$ cat src/sv/sgds_pkg.sv
// Shared types, widths and helpers for the scan gap direction select block.
// Used by sgds_edge_calc and scan_gap_direction_select_core; no dependencies.
package sgds_pkg;

  localparam int MaxBeams = 4096;
  localparam int IdxW     = $clog2(MaxBeams);
  localparam int RunW     = 13;
  localparam int RangeW   = 16;
  localparam int MvbW     = 13;
  localparam int StepW    = 18;
  localparam int HeadW    = 31;
  localparam int DistW    = 32;
  localparam int EdgeW    = 34;
  localparam int LowW     = 33;
  localparam int HighW    = IdxW + StepW;
  localparam int HalfW    = MvbW + StepW - 1;
  localparam int CfgIdxW  = 3;
  localparam int CfgDataW = 31;

  localparam logic [RunW-1:0] RunMax = '1;
  localparam logic [IdxW-1:0] IdxMax = IdxW'(MaxBeams - 1);

  localparam logic signed [EdgeW-1:0] HeadMax = 34'sd1073741823;
  localparam logic signed [EdgeW-1:0] HeadMin = -34'sd1073741824;

  localparam logic [RangeW-1:0]   SafeRangeRst  = 16'd500;
  localparam logic [RangeW-1:0]   StuckRangeRst = 16'd250;
  localparam logic [MvbW-1:0]     MinValleyRst  = 13'd87;
  localparam logic [StepW-1:0]    AngleStepRst  = 18'd65536;

  typedef enum logic [CfgIdxW-1:0] {
    CFG_SAFE_RANGE   = 3'd0,
    CFG_STUCK_RANGE  = 3'd1,
    CFG_MIN_VALLEY   = 3'd2,
    CFG_ANGLE_STEP   = 3'd3,
    CFG_USER_HEADING = 3'd4,
    CFG_STOP_REQ     = 3'd5
  } cfg_idx_e;

  typedef enum logic [1:0] {
    KIND_USER   = 2'd0,
    KIND_ROTATE = 2'd1,
    KIND_EDGE   = 2'd2
  } kind_e;

  // one beam after the run counters, on its way to the edge math
  typedef struct packed {
    logic            last;
    logic            stuck;
    logic            close;
    logic [IdxW-1:0] beam;
    logic [RunW-1:0] run;
  } beam_evt_t;

  // edges of a closed valley, ready for the running minimum
  typedef struct packed {
    logic                    last;
    logic                    stuck;
    logic                    close;
    logic                    in_area;
    logic signed [HeadW-1:0] right_edge;
    logic signed [HeadW-1:0] left_edge;
    logic [DistW-1:0]        right_dist;
    logic [DistW-1:0]        left_dist;
  } edge_evt_t;

  function automatic logic signed [HeadW-1:0] sat_head(logic signed [EdgeW-1:0] v);
    logic signed [EdgeW-1:0] c;
    if (v > HeadMax) begin
      c = HeadMax;
    end else if (v < HeadMin) begin
      c = HeadMin;
    end else begin
      c = v;
    end
    return c[HeadW-1:0];
  endfunction

  function automatic logic [DistW-1:0] abs_dist(logic signed [HeadW-1:0] a,
                                               logic signed [HeadW-1:0] b);
    logic signed [DistW-1:0] d;
    d = $signed({a[HeadW-1], a}) - $signed({b[HeadW-1], b});
    if (d < 0) begin
      d = -d;
    end
    return d;
  endfunction

endpackage

$ cat src/sv/sgds_edge_calc.sv
// Valley edge pipeline: multiply, add, saturate and measure against the heading.
// Three register stages; depends on sgds_pkg.
module sgds_edge_calc (
  input  logic                              clk_i,
  input  logic                              rst_ni,
  input  logic                              adv_i,
  input  logic                              valid_i,
  input  sgds_pkg::beam_evt_t               evt_i,
  input  logic [sgds_pkg::StepW-1:0]        angle_step_i,
  input  logic [sgds_pkg::MvbW-1:0]         min_valley_i,
  input  logic signed [sgds_pkg::HeadW-1:0] user_heading_i,
  output logic                              valid_o,
  output sgds_pkg::edge_evt_t               evt_o
);

  localparam int DiffW = sgds_pkg::IdxW + 2;

  // stage b: products
  logic                                 b_valid_q;
  logic                                 b_last_q, b_stuck_q, b_close_q;
  logic signed [sgds_pkg::LowW-1:0]     b_low_q, b_low_d;
  logic [sgds_pkg::HighW-1:0]           b_high_q, b_high_d;
  logic [sgds_pkg::HalfW-1:0]           b_half_q;
  logic [sgds_pkg::HalfW:0]             half_prod;
  logic signed [DiffW-1:0]              diff;

  // stage c: exact edges
  logic                                 c_valid_q;
  logic                                 c_last_q, c_stuck_q, c_close_q, c_inside_q;
  logic signed [sgds_pkg::EdgeW-1:0]    c_right_q, c_left_q, c_right_d, c_left_d;
  logic signed [sgds_pkg::EdgeW-1:0]    heading_ext;

  // stage d: saturated edges and distances
  logic                                 d_valid_q;
  sgds_pkg::edge_evt_t                  d_evt_q, d_evt_d;

  assign diff = $signed({2'b00, evt_i.beam}) - $signed({1'b0, evt_i.run});

  always_comb begin
    b_low_d   = $signed({{(sgds_pkg::LowW - DiffW){diff[DiffW-1]}}, diff})
              * $signed({{(sgds_pkg::LowW - sgds_pkg::StepW){1'b0}}, angle_step_i});
    b_high_d  = {{sgds_pkg::StepW{1'b0}}, evt_i.beam}
              * {{sgds_pkg::IdxW{1'b0}}, angle_step_i};
    half_prod = {{sgds_pkg::StepW{1'b0}}, min_valley_i}
              * {{sgds_pkg::MvbW{1'b0}}, angle_step_i};
  end

  assign heading_ext = {{(sgds_pkg::EdgeW - sgds_pkg::HeadW){user_heading_i[sgds_pkg::HeadW-1]}},
                        user_heading_i};

  always_comb begin
    c_right_d = {b_low_q[sgds_pkg::LowW-1], b_low_q}
              + $signed({{(sgds_pkg::EdgeW - sgds_pkg::HalfW){1'b0}}, b_half_q});
    c_left_d  = $signed({{(sgds_pkg::EdgeW - sgds_pkg::HighW){1'b0}}, b_high_q})
              - $signed({{(sgds_pkg::EdgeW - sgds_pkg::HalfW){1'b0}}, b_half_q});
  end

  always_comb begin
    d_evt_d.last       = c_last_q;
    d_evt_d.stuck      = c_stuck_q;
    d_evt_d.close      = c_close_q;
    d_evt_d.in_area    = c_inside_q;
    d_evt_d.right_edge = sgds_pkg::sat_head(c_right_q);
    d_evt_d.left_edge  = sgds_pkg::sat_head(c_left_q);
    d_evt_d.right_dist = sgds_pkg::abs_dist(d_evt_d.right_edge, user_heading_i);
    d_evt_d.left_dist  = sgds_pkg::abs_dist(d_evt_d.left_edge, user_heading_i);
  end

  always_ff @(posedge clk_i or negedge rst_ni) begin
    if (!rst_ni) begin
      b_valid_q <= 1'b0;
      c_valid_q <= 1'b0;
      d_valid_q <= 1'b0;
    end else if (adv_i) begin
      b_valid_q <= valid_i;
      c_valid_q <= b_valid_q;
      d_valid_q <= c_valid_q;
    end
  end

  always_ff @(posedge clk_i) begin
    if (adv_i) begin
      b_last_q   <= evt_i.last;
      b_stuck_q  <= evt_i.stuck;
      b_close_q  <= evt_i.close;
      b_low_q    <= b_low_d;
      b_high_q   <= b_high_d;
      b_half_q   <= half_prod[sgds_pkg::HalfW:1];
      c_last_q   <= b_last_q;
      c_stuck_q  <= b_stuck_q;
      c_close_q  <= b_close_q;
      c_right_q  <= c_right_d;
      c_left_q   <= c_left_d;
      // inclusive test on the exact edges, before saturation
      c_inside_q <= (heading_ext >= c_right_d) && (heading_ext <= c_left_d);
      d_evt_q    <= d_evt_d;
    end
  end

  assign valid_o = d_valid_q;
  assign evt_o   = d_evt_q;

endmodule

$ cat src/sv/scan_gap_direction_select_core.sv
// Top level of the scan gap direction select block: run counters, result choice.
// Depends on sgds_pkg and sgds_edge_calc.
//
// Usage: one laser beam per transfer on the s_axis channel (range in tdata,
// not-a-number flag in tuser, tlast on the final beam of a scan). Runs of safe
// beams form valleys; their shrunk bounds are checked against the user
// heading. One result leaves on m_axis per scan, after the tlast beam.
// Throughput: one beam per cycle while s_axis_tready is high, including across
// scan ends. The result of a scan reaches m_axis from its accepted tlast beam
// through the input register, the edge stages b, c and d and the output register.
// Configuration: cfg_we_i writes register cfg_idx_i with cfg_wdata_i; change
// it only while no beam is in flight.
// Reset: all scan state clears, registers return to their defaults, no
// result is pending.
// Stall: a held result does not block beams; s_axis_tready drops only when a
// second scan end reaches the output while the previous result is still
// waiting on m_axis_tready.
module scan_gap_direction_select_core (
  input  logic                                clk_i,
  input  logic                                rst_ni,
  // beam stream
  input  logic                                s_axis_tvalid,
  output logic                                s_axis_tready,
  input  logic [15:0]                         s_axis_tdata,  // [15:0] range_mm
  input  logic [0:0]                          s_axis_tuser,  // [0] range_invalid
  input  logic                                s_axis_tlast,  // last_beam
  // result stream
  output logic                                m_axis_tvalid,
  input  logic                                m_axis_tready,
  output logic [31:0]                         m_axis_tdata,  // [30:0] heading_out
  output logic [2:0]                          m_axis_tuser,  // [0] stop_flag, [2:1] choice_kind
  // configuration
  input  logic                                cfg_we_i,
  input  logic [sgds_pkg::CfgIdxW-1:0]        cfg_idx_i,
  input  logic [sgds_pkg::CfgDataW-1:0]       cfg_wdata_i
);

  // configuration registers
  logic [sgds_pkg::RangeW-1:0]       safe_range_q, stuck_range_q;
  logic [sgds_pkg::MvbW-1:0]         min_valley_q;
  logic [sgds_pkg::StepW-1:0]        angle_step_q;
  logic signed [sgds_pkg::HeadW-1:0] user_heading_q;
  logic                              stop_req_q;

  // run counters
  logic [sgds_pkg::IdxW-1:0] beam_idx_q, beam_idx_d;
  logic [sgds_pkg::RunW-1:0] run_q, run_d, run_inc, run_cnt;
  logic                      beam_safe, beam_stuck, accept, adv;

  logic                      a_valid_q;
  sgds_pkg::beam_evt_t       a_evt_q, a_evt_d;

  logic                      d_valid;
  sgds_pkg::edge_evt_t       d_evt;

  // scan accumulators
  logic                              stuck_q, valley_q, inside_q;
  logic                              stuck_n, valley_n, inside_n;
  logic signed [sgds_pkg::HeadW-1:0] best_edge_q, best_edge_n, edge1;
  logic [sgds_pkg::DistW-1:0]        best_dist_q, best_dist_n, dist1;
  logic                              out_load;

  // result register
  logic                              out_valid_q;
  logic                              out_stop_q;
  sgds_pkg::kind_e                   out_kind_q, kind_d;
  logic signed [sgds_pkg::HeadW-1:0] out_head_q, head_d;

  always_ff @(posedge clk_i or negedge rst_ni) begin
    if (!rst_ni) begin
      safe_range_q   <= sgds_pkg::SafeRangeRst;
      stuck_range_q  <= sgds_pkg::StuckRangeRst;
      min_valley_q   <= sgds_pkg::MinValleyRst;
      angle_step_q   <= sgds_pkg::AngleStepRst;
      user_heading_q <= '0;
      stop_req_q     <= 1'b0;
    end else if (cfg_we_i) begin
      unique case (cfg_idx_i)
        sgds_pkg::CFG_SAFE_RANGE:   safe_range_q   <= cfg_wdata_i[sgds_pkg::RangeW-1:0];
        sgds_pkg::CFG_STUCK_RANGE:  stuck_range_q  <= cfg_wdata_i[sgds_pkg::RangeW-1:0];
        sgds_pkg::CFG_MIN_VALLEY:   min_valley_q   <= cfg_wdata_i[sgds_pkg::MvbW-1:0];
        sgds_pkg::CFG_ANGLE_STEP:   angle_step_q   <= cfg_wdata_i[sgds_pkg::StepW-1:0];
        sgds_pkg::CFG_USER_HEADING: user_heading_q <= $signed(cfg_wdata_i[sgds_pkg::HeadW-1:0]);
        sgds_pkg::CFG_STOP_REQ:     stop_req_q     <= cfg_wdata_i[0];
        default: ;
      endcase
    end
  end

  // only a scan end that finds the output still occupied holds the pipeline
  assign adv    = !(d_valid && d_evt.last && out_valid_q && !m_axis_tready);
  assign accept = s_axis_tvalid && adv;
  assign s_axis_tready = adv;

  always_comb begin
    beam_safe  = s_axis_tuser[0] || (s_axis_tdata >= safe_range_q);
    beam_stuck = !s_axis_tuser[0] && (s_axis_tdata <= stuck_range_q);
    run_inc    = (run_q == sgds_pkg::RunMax) ? run_q : run_q + 1'b1;
    run_cnt    = beam_safe ? run_inc : run_q;
    run_d      = run_inc;
    a_evt_d.close = 1'b0;
    if (!beam_safe || s_axis_tlast) begin
      run_d = '0;
      // a zero minimum still needs one beam
      a_evt_d.close = (run_cnt != '0) && (run_cnt >= min_valley_q);
    end
    a_evt_d.last  = s_axis_tlast;
    a_evt_d.stuck = beam_stuck;
    a_evt_d.beam  = beam_idx_q;
    a_evt_d.run   = run_cnt;
    if (s_axis_tlast) begin
      beam_idx_d = '0;
    end else if (beam_idx_q == sgds_pkg::IdxMax) begin
      beam_idx_d = beam_idx_q;
    end else begin
      beam_idx_d = beam_idx_q + 1'b1;
    end
  end

  always_ff @(posedge clk_i or negedge rst_ni) begin
    if (!rst_ni) begin
      beam_idx_q <= '0;
      run_q      <= '0;
      a_valid_q  <= 1'b0;
    end else if (adv) begin
      a_valid_q <= s_axis_tvalid;
      if (s_axis_tvalid) begin
        beam_idx_q <= beam_idx_d;
        run_q      <= run_d;
      end
    end
  end

  always_ff @(posedge clk_i) begin
    if (accept) begin
      a_evt_q <= a_evt_d;
    end
  end

  sgds_edge_calc u_edge (
    .clk_i          (clk_i),
    .rst_ni         (rst_ni),
    .adv_i          (adv),
    .valid_i        (a_valid_q),
    .evt_i          (a_evt_q),
    .angle_step_i   (angle_step_q),
    .min_valley_i   (min_valley_q),
    .user_heading_i (user_heading_q),
    .valid_o        (d_valid),
    .evt_o          (d_evt)
  );

  // right edge first, then left; strict compare keeps the earlier one on ties
  always_comb begin
    dist1 = best_dist_q;
    edge1 = best_edge_q;
    if (d_evt.close && (d_evt.right_dist < best_dist_q)) begin
      dist1 = d_evt.right_dist;
      edge1 = d_evt.right_edge;
    end
    best_dist_n = dist1;
    best_edge_n = edge1;
    if (d_evt.close && (d_evt.left_dist < dist1)) begin
      best_dist_n = d_evt.left_dist;
      best_edge_n = d_evt.left_edge;
    end
    valley_n = valley_q || d_evt.close;
    inside_n = inside_q || (d_evt.close && d_evt.in_area);
    stuck_n  = stuck_q || d_evt.stuck;
    if (inside_n) begin
      kind_d = sgds_pkg::KIND_USER;
      head_d = user_heading_q;
    end else if (!valley_n || stuck_n) begin
      kind_d = sgds_pkg::KIND_ROTATE;
      head_d = '0;
    end else begin
      kind_d = sgds_pkg::KIND_EDGE;
      head_d = best_edge_n;
    end
  end

  assign out_load = adv && d_valid && d_evt.last;

  always_ff @(posedge clk_i or negedge rst_ni) begin
    if (!rst_ni) begin
      stuck_q     <= 1'b0;
      valley_q    <= 1'b0;
      inside_q    <= 1'b0;
      best_edge_q <= '0;
      best_dist_q <= '1;
      out_valid_q <= 1'b0;
    end else begin
      if (adv && d_valid) begin
        if (d_evt.last) begin
          stuck_q     <= 1'b0;
          valley_q    <= 1'b0;
          inside_q    <= 1'b0;
          best_edge_q <= '0;
          best_dist_q <= '1;
        end else begin
          stuck_q     <= stuck_n;
          valley_q    <= valley_n;
          inside_q    <= inside_n;
          best_edge_q <= best_edge_n;
          best_dist_q <= best_dist_n;
        end
      end
      if (out_load) begin
        out_valid_q <= 1'b1;
      end else if (m_axis_tready) begin
        out_valid_q <= 1'b0;
      end
    end
  end

  always_ff @(posedge clk_i) begin
    if (out_load) begin
      out_stop_q <= stop_req_q;
      out_kind_q <= kind_d;
      out_head_q <= head_d;
    end
  end

  assign m_axis_tvalid = out_valid_q;
  assign m_axis_tdata  = {1'b0, out_head_q};
  assign m_axis_tuser  = {out_kind_q, out_stop_q};

  // scan accumulators start over once a result is taken in
  a_clear_after_result : assert property (@(posedge clk_i) disable iff (!rst_ni)
    out_load |=> (best_dist_q == '1) && !valley_q && !inside_q && !stuck_q)
    else $error("scan accumulators not cleared after scan end");

  a_counters_clear : assert property (@(posedge clk_i) disable iff (!rst_ni)
    (accept && s_axis_tlast) |=> (beam_idx_q == '0) && (run_q == '0))
    else $error("run counters not cleared after last beam");

  a_rotate_zero : assert property (@(posedge clk_i) disable iff (!rst_ni)
    (m_axis_tvalid && (m_axis_tuser[2:1] == sgds_pkg::KIND_ROTATE)) |->
      (m_axis_tdata == '0))
    else $error("rotate result carries a nonzero heading");

  a_stall_cause : assert property (@(posedge clk_i) disable iff (!rst_ni)
    !s_axis_tready |-> (m_axis_tvalid && !m_axis_tready && d_valid && d_evt.last))
    else $error("input stalled without a blocked result");

  a_result_pending : assert property (@(posedge clk_i) disable iff (!rst_ni)
    out_load |=> m_axis_tvalid)
    else $error("loaded result not presented");

endmodule
$ cat config.mk
export PLATFORM = sky130hd
export DESIGN_NAME = scan_gap_direction_select_core
export DESIGN_NICKNAME = d
export VERILOG_FILES = /design/src/sv/sgds_pkg.sv /design/src/sv/sgds_edge_calc.sv /design/src/sv/scan_gap_direction_select_core.sv
export SDC_FILE = /design/constraint.sdc
export NUM_CORES = 2
export LEC_CHECK = 0
export ABC_AREA = 1
export BUFFER_PORTS_ARGS = -buffer_cell sky130_fd_sc_hd__buf_2
export CAP_MARGIN = 10
export CORE_MARGIN = 2
export CORE_UTILIZATION = 50
export CTS_CLUSTER_DIAMETER = 60
export DETAILED_ROUTE_END_ITERATION = 16
export HOLD_SLACK_MARGIN = 0.02
export PLACE_DENSITY = 0.68
export SLEW_MARGIN = 20
export SYNTH_ARGS = -nofsm -noshare
export SYNTH_HDL_FRONTEND = slang
export SYNTH_HIERARCHICAL = 1
export SYNTH_SLANG_ARGS = --single-unit
$ cat constraint.sdc
create_clock -name clk_i -period 9.5 [get_ports clk_i]
set_input_delay 0 -clock clk_i [delete_from_list [all_inputs] [get_ports clk_i]]
set_output_delay 0 -clock clk_i [all_outputs]
set_load 0.05 [all_outputs]
==> results.yml <==
yosys:
  syn-mean-instance-area_um2: 7.91
  syn_area_um2: 58500
  ys_async_sr_fraction_pct: 34.9
  ys_types: 62
  synth_area_leaders: "edfxtp_1 (18%), fa_1 (18%), nand2_1 (12%)"
  ys.flop_type: "edfxtp_1"
  synth_enable_flop_cells: 357
  yosysTopAreaCell: "edfxtp_1"
  ys_seq_area_share_pct: 26.6
  synth_nets: 8555
  synth_seq_cells: 548
  synthCells: 7397
  yosys_warnings: 6
  synth_top_cell_area_share_pct: 18.3
worst_setup_path:
  r2r_slack_ns: 1.66
  cp_max_fo: 19
  critPathKind: "reg -> reg"
  cp.arrival_ns: 8.21
  timing.rr.start: "a_evt_q[15]"
  timing.rr.end: "u_edge/b_low_q[32]"
  cp-start-kind: "flop"
  crit_slowest_cell: "fa_1"
  required_ns: 9.87
  rr_worst_depth: 33
  endpoint_kind: "flop"
  max_stage_delay_ns: 0.55
detailed_routing:
  wl_per_cell_um: 19.2
  vias: 47700
  drc: 0
  viasPerCell: 5.30
  postRouteAntennaNets: 0
  drtIter0Drc: 3330
  wirelength_um: 173000
  drt_pass1_iterations: 6
status:
  status: "complete, no violations"
global_routing:
  antenna_found_initial: 0
  grtUsageTotal_pct: 29.0
  first_global_vias: 48500
  grt_overflow: 0
  grt_max_degree: 85
  grt_pass1_wl_um: 271000
floorplan:
  initial_utilization_pct: 50.4
  die_area_um2: 120000
  rows: 125
  die_height_um: 346
  core_area_um2: 116000
  die-width_um: 346
  ios: 94
worst_hold_path:
  whs_path_depth: 3
  hp-start: "cfg_idx_i[0]"
  holdPathEnd: "angle_step_q[16]"
  hold_path.class: "in -> reg"
timing:
  worst_pin_slew_ns: 1.32
  grt_setup_unrepaired: "no"
  hold_viol_final: 0
  setup_viol: 0
  fin_crit_sh_pct: 82.5
  clock_skew_ns: 0.0445
  slew-limit-headroom_pct: 10.9
  period_minus_slack_ns: 7.84
  setup_tns_ns: 0
  final_max_slew_viol_count: 0
  holdWs_ns: 0.0668
  fmax_mhz: 128
cells_and_area:
  area_growth_pct: 8.14
  layout-drive-gt1-share_pct: 5.71
  final_nets: 8572
clock_network:
  cts_buffers: 71
  cts_root_buf: "clkbuf_16"
  clockBufferDepth: 3
  cts.sinks: 548
  clock_latency_ns: 0.68
  tritoncts: "built"
  cts_max_level: 3
  postCtsSetupBuffers: 0
  cts.clk_slew.worst_paths_ns: 0.06
place:
  place_congestion: 0.971
  port_buffers: 92
  dp_hpwl_um: 137000
run:
  maxCapViolCount: 0
[synth_stat cells (6+ instances only)]
cell      instances
nand2_1        1916
inv_1          1518
ha_1            570
fa_1            531
nor2_1          528
edfxtp_1        357
nand3_1         314
o21ai_0         305
a21oi_1         294
clkbuf_1        215
dfrtp_1         141
xor2_1          136
nand4_1          66
xnor2_1          65
nor3_1           53
dfstp_2          50
o21bai_1         23
or2_2            23
a21o_1           22
a21oi_2          21
o211ai_1         21
buf_1            19
a31oi_1          18
nand3b_1         17
mux2_2           14
o22ai_1          13
nor4_1           12
o21a_1           11
a211oi_1         10
buf_6             9
o21ai_1           9
o31ai_1           8
a21boi_0          7
buf_2             7
buf_4             7
a221oi_1          6
nand2_2           6
nor2_2            6
nor3b_1           6
[metrics by stage]
step           std cells  worst slack [ns]  area (um2)  utilization, %
2_1_floorplan       7397            0.0366       58500               -
3_3_place_gp        8822              1.90       60400            52.0
3_5_place_dp        8822              1.81       60400            52.0
4_1_cts             8996              1.76       63200            54.5
5_1_grt             8997              1.20       63300            54.5
6_report            8998              1.66       63300            54.5
[state kept, by name (all words and copies together), names as in the netlist, 2 cells and up]
register	flops
a_evt_q	28
angle_step_q	18
beam_idx_q	12
best_dist_q	32
best_edge_q	31
min_valley_q	13
out_head_q	31
out_kind_q	2
run_q	13
safe_range_q	16
stuck_range_q	16
u_edge/b_half_q	30
u_edge/b_high_q	30
u_edge/b_low_q	33
u_edge/c_left_q	31
u_edge/c_right_q	34
u_edge/evt_o	130
user_heading_q	31
[worst max path at each step]
stage                  startpoint            endpoint  slack, ns  cells after the start
floorplan           m_axis_tvalid          a_evt_q[0]       0.04                      8
global placement      a_evt_q[15]  u_edge/b_low_q[29]       1.90                     33
detailed placement    a_evt_q[19]  u_edge/b_low_q[32]       1.81                     27
CTS                   a_evt_q[15]  u_edge/b_low_q[32]       1.76                     33
global route          a_evt_q[15]  u_edge/b_low_q[32]       1.20                     33
finish                a_evt_q[15]  u_edge/b_low_q[32]       1.66                     33
[cell type report]
cell class                 instances  area, um2
multi-input combinational       5064      36200
tap                             1524       1910
fill                           10900      52800
inverter                        1528       5740
clock inverter                    40        455
timing repair buffer             201       1420
sequential                       548      15600
clock buffer                      92       1960
antenna                            1       2.50
[placed cells by master (no fill, tap or decap), types with 22 or more instances in the layout]
cell type      count
a21o_1            22
a21oi_1          294
buf_2             91
buf_4             66
clkbuf_16         73
dfrtp_1          141
dfstp_2           50
dlygate4sd3_1     41
edfxtp_1         357
fa_1             531
ha_1             570
inv_1           1517
nand2_1         1915
nand3_1          313
nand4_1           66
nor2_1           524
nor3_1            53
o21ai_0          303
o21bai_1          23
or2_2             23
xnor2_1           64
xor2_1           135
[per-layer routing]
metal  routed length, um  vias to the layer above  global-route usage, %
li1                    -                    23100                      -
met3                8290                      373                   3.40
met2               84600                     1318                   50.9
met5                   0                        -                      0
met1               70900                    23000                   35.7
met4                8830                        0                   13.7
[timing repair]
action	4_1_cts	5_1_grt
hold buffers	42	0
resized for setup	0	0
hold endpoints to repair	169	0
[logic make-up (layout without fill, tap and decap cells)]
family,after synthesis,in the layout,share of synthesized area [%]
buffers and inverters,1785,1861,11.6
AND/OR/NAND/NOR,2957,2957,20.5
XOR/XNOR,203,203,3.08
multiplexers,14,14,0.269
other,1,2,0.00641
adder cells (fa/ha/maj),1101,1101,30.4
flip-flops,548,548,26.6
AO/OA/AOI/OAI,788,788,7.59
[worst max-delay path, delay by kind of cell (launching register included)]
kind	cells	cell delay [ns]
fa+ha+maj	8	3.71
simple gates	10	1.41
compound gates	6	0.98
buf+inv	8	0.93
flops	1	0.35
xor+xnor	1	0.12
Power is not shown: default switching activity piles up to over one toggle a cycle in this logic, so the estimate is an artifact.
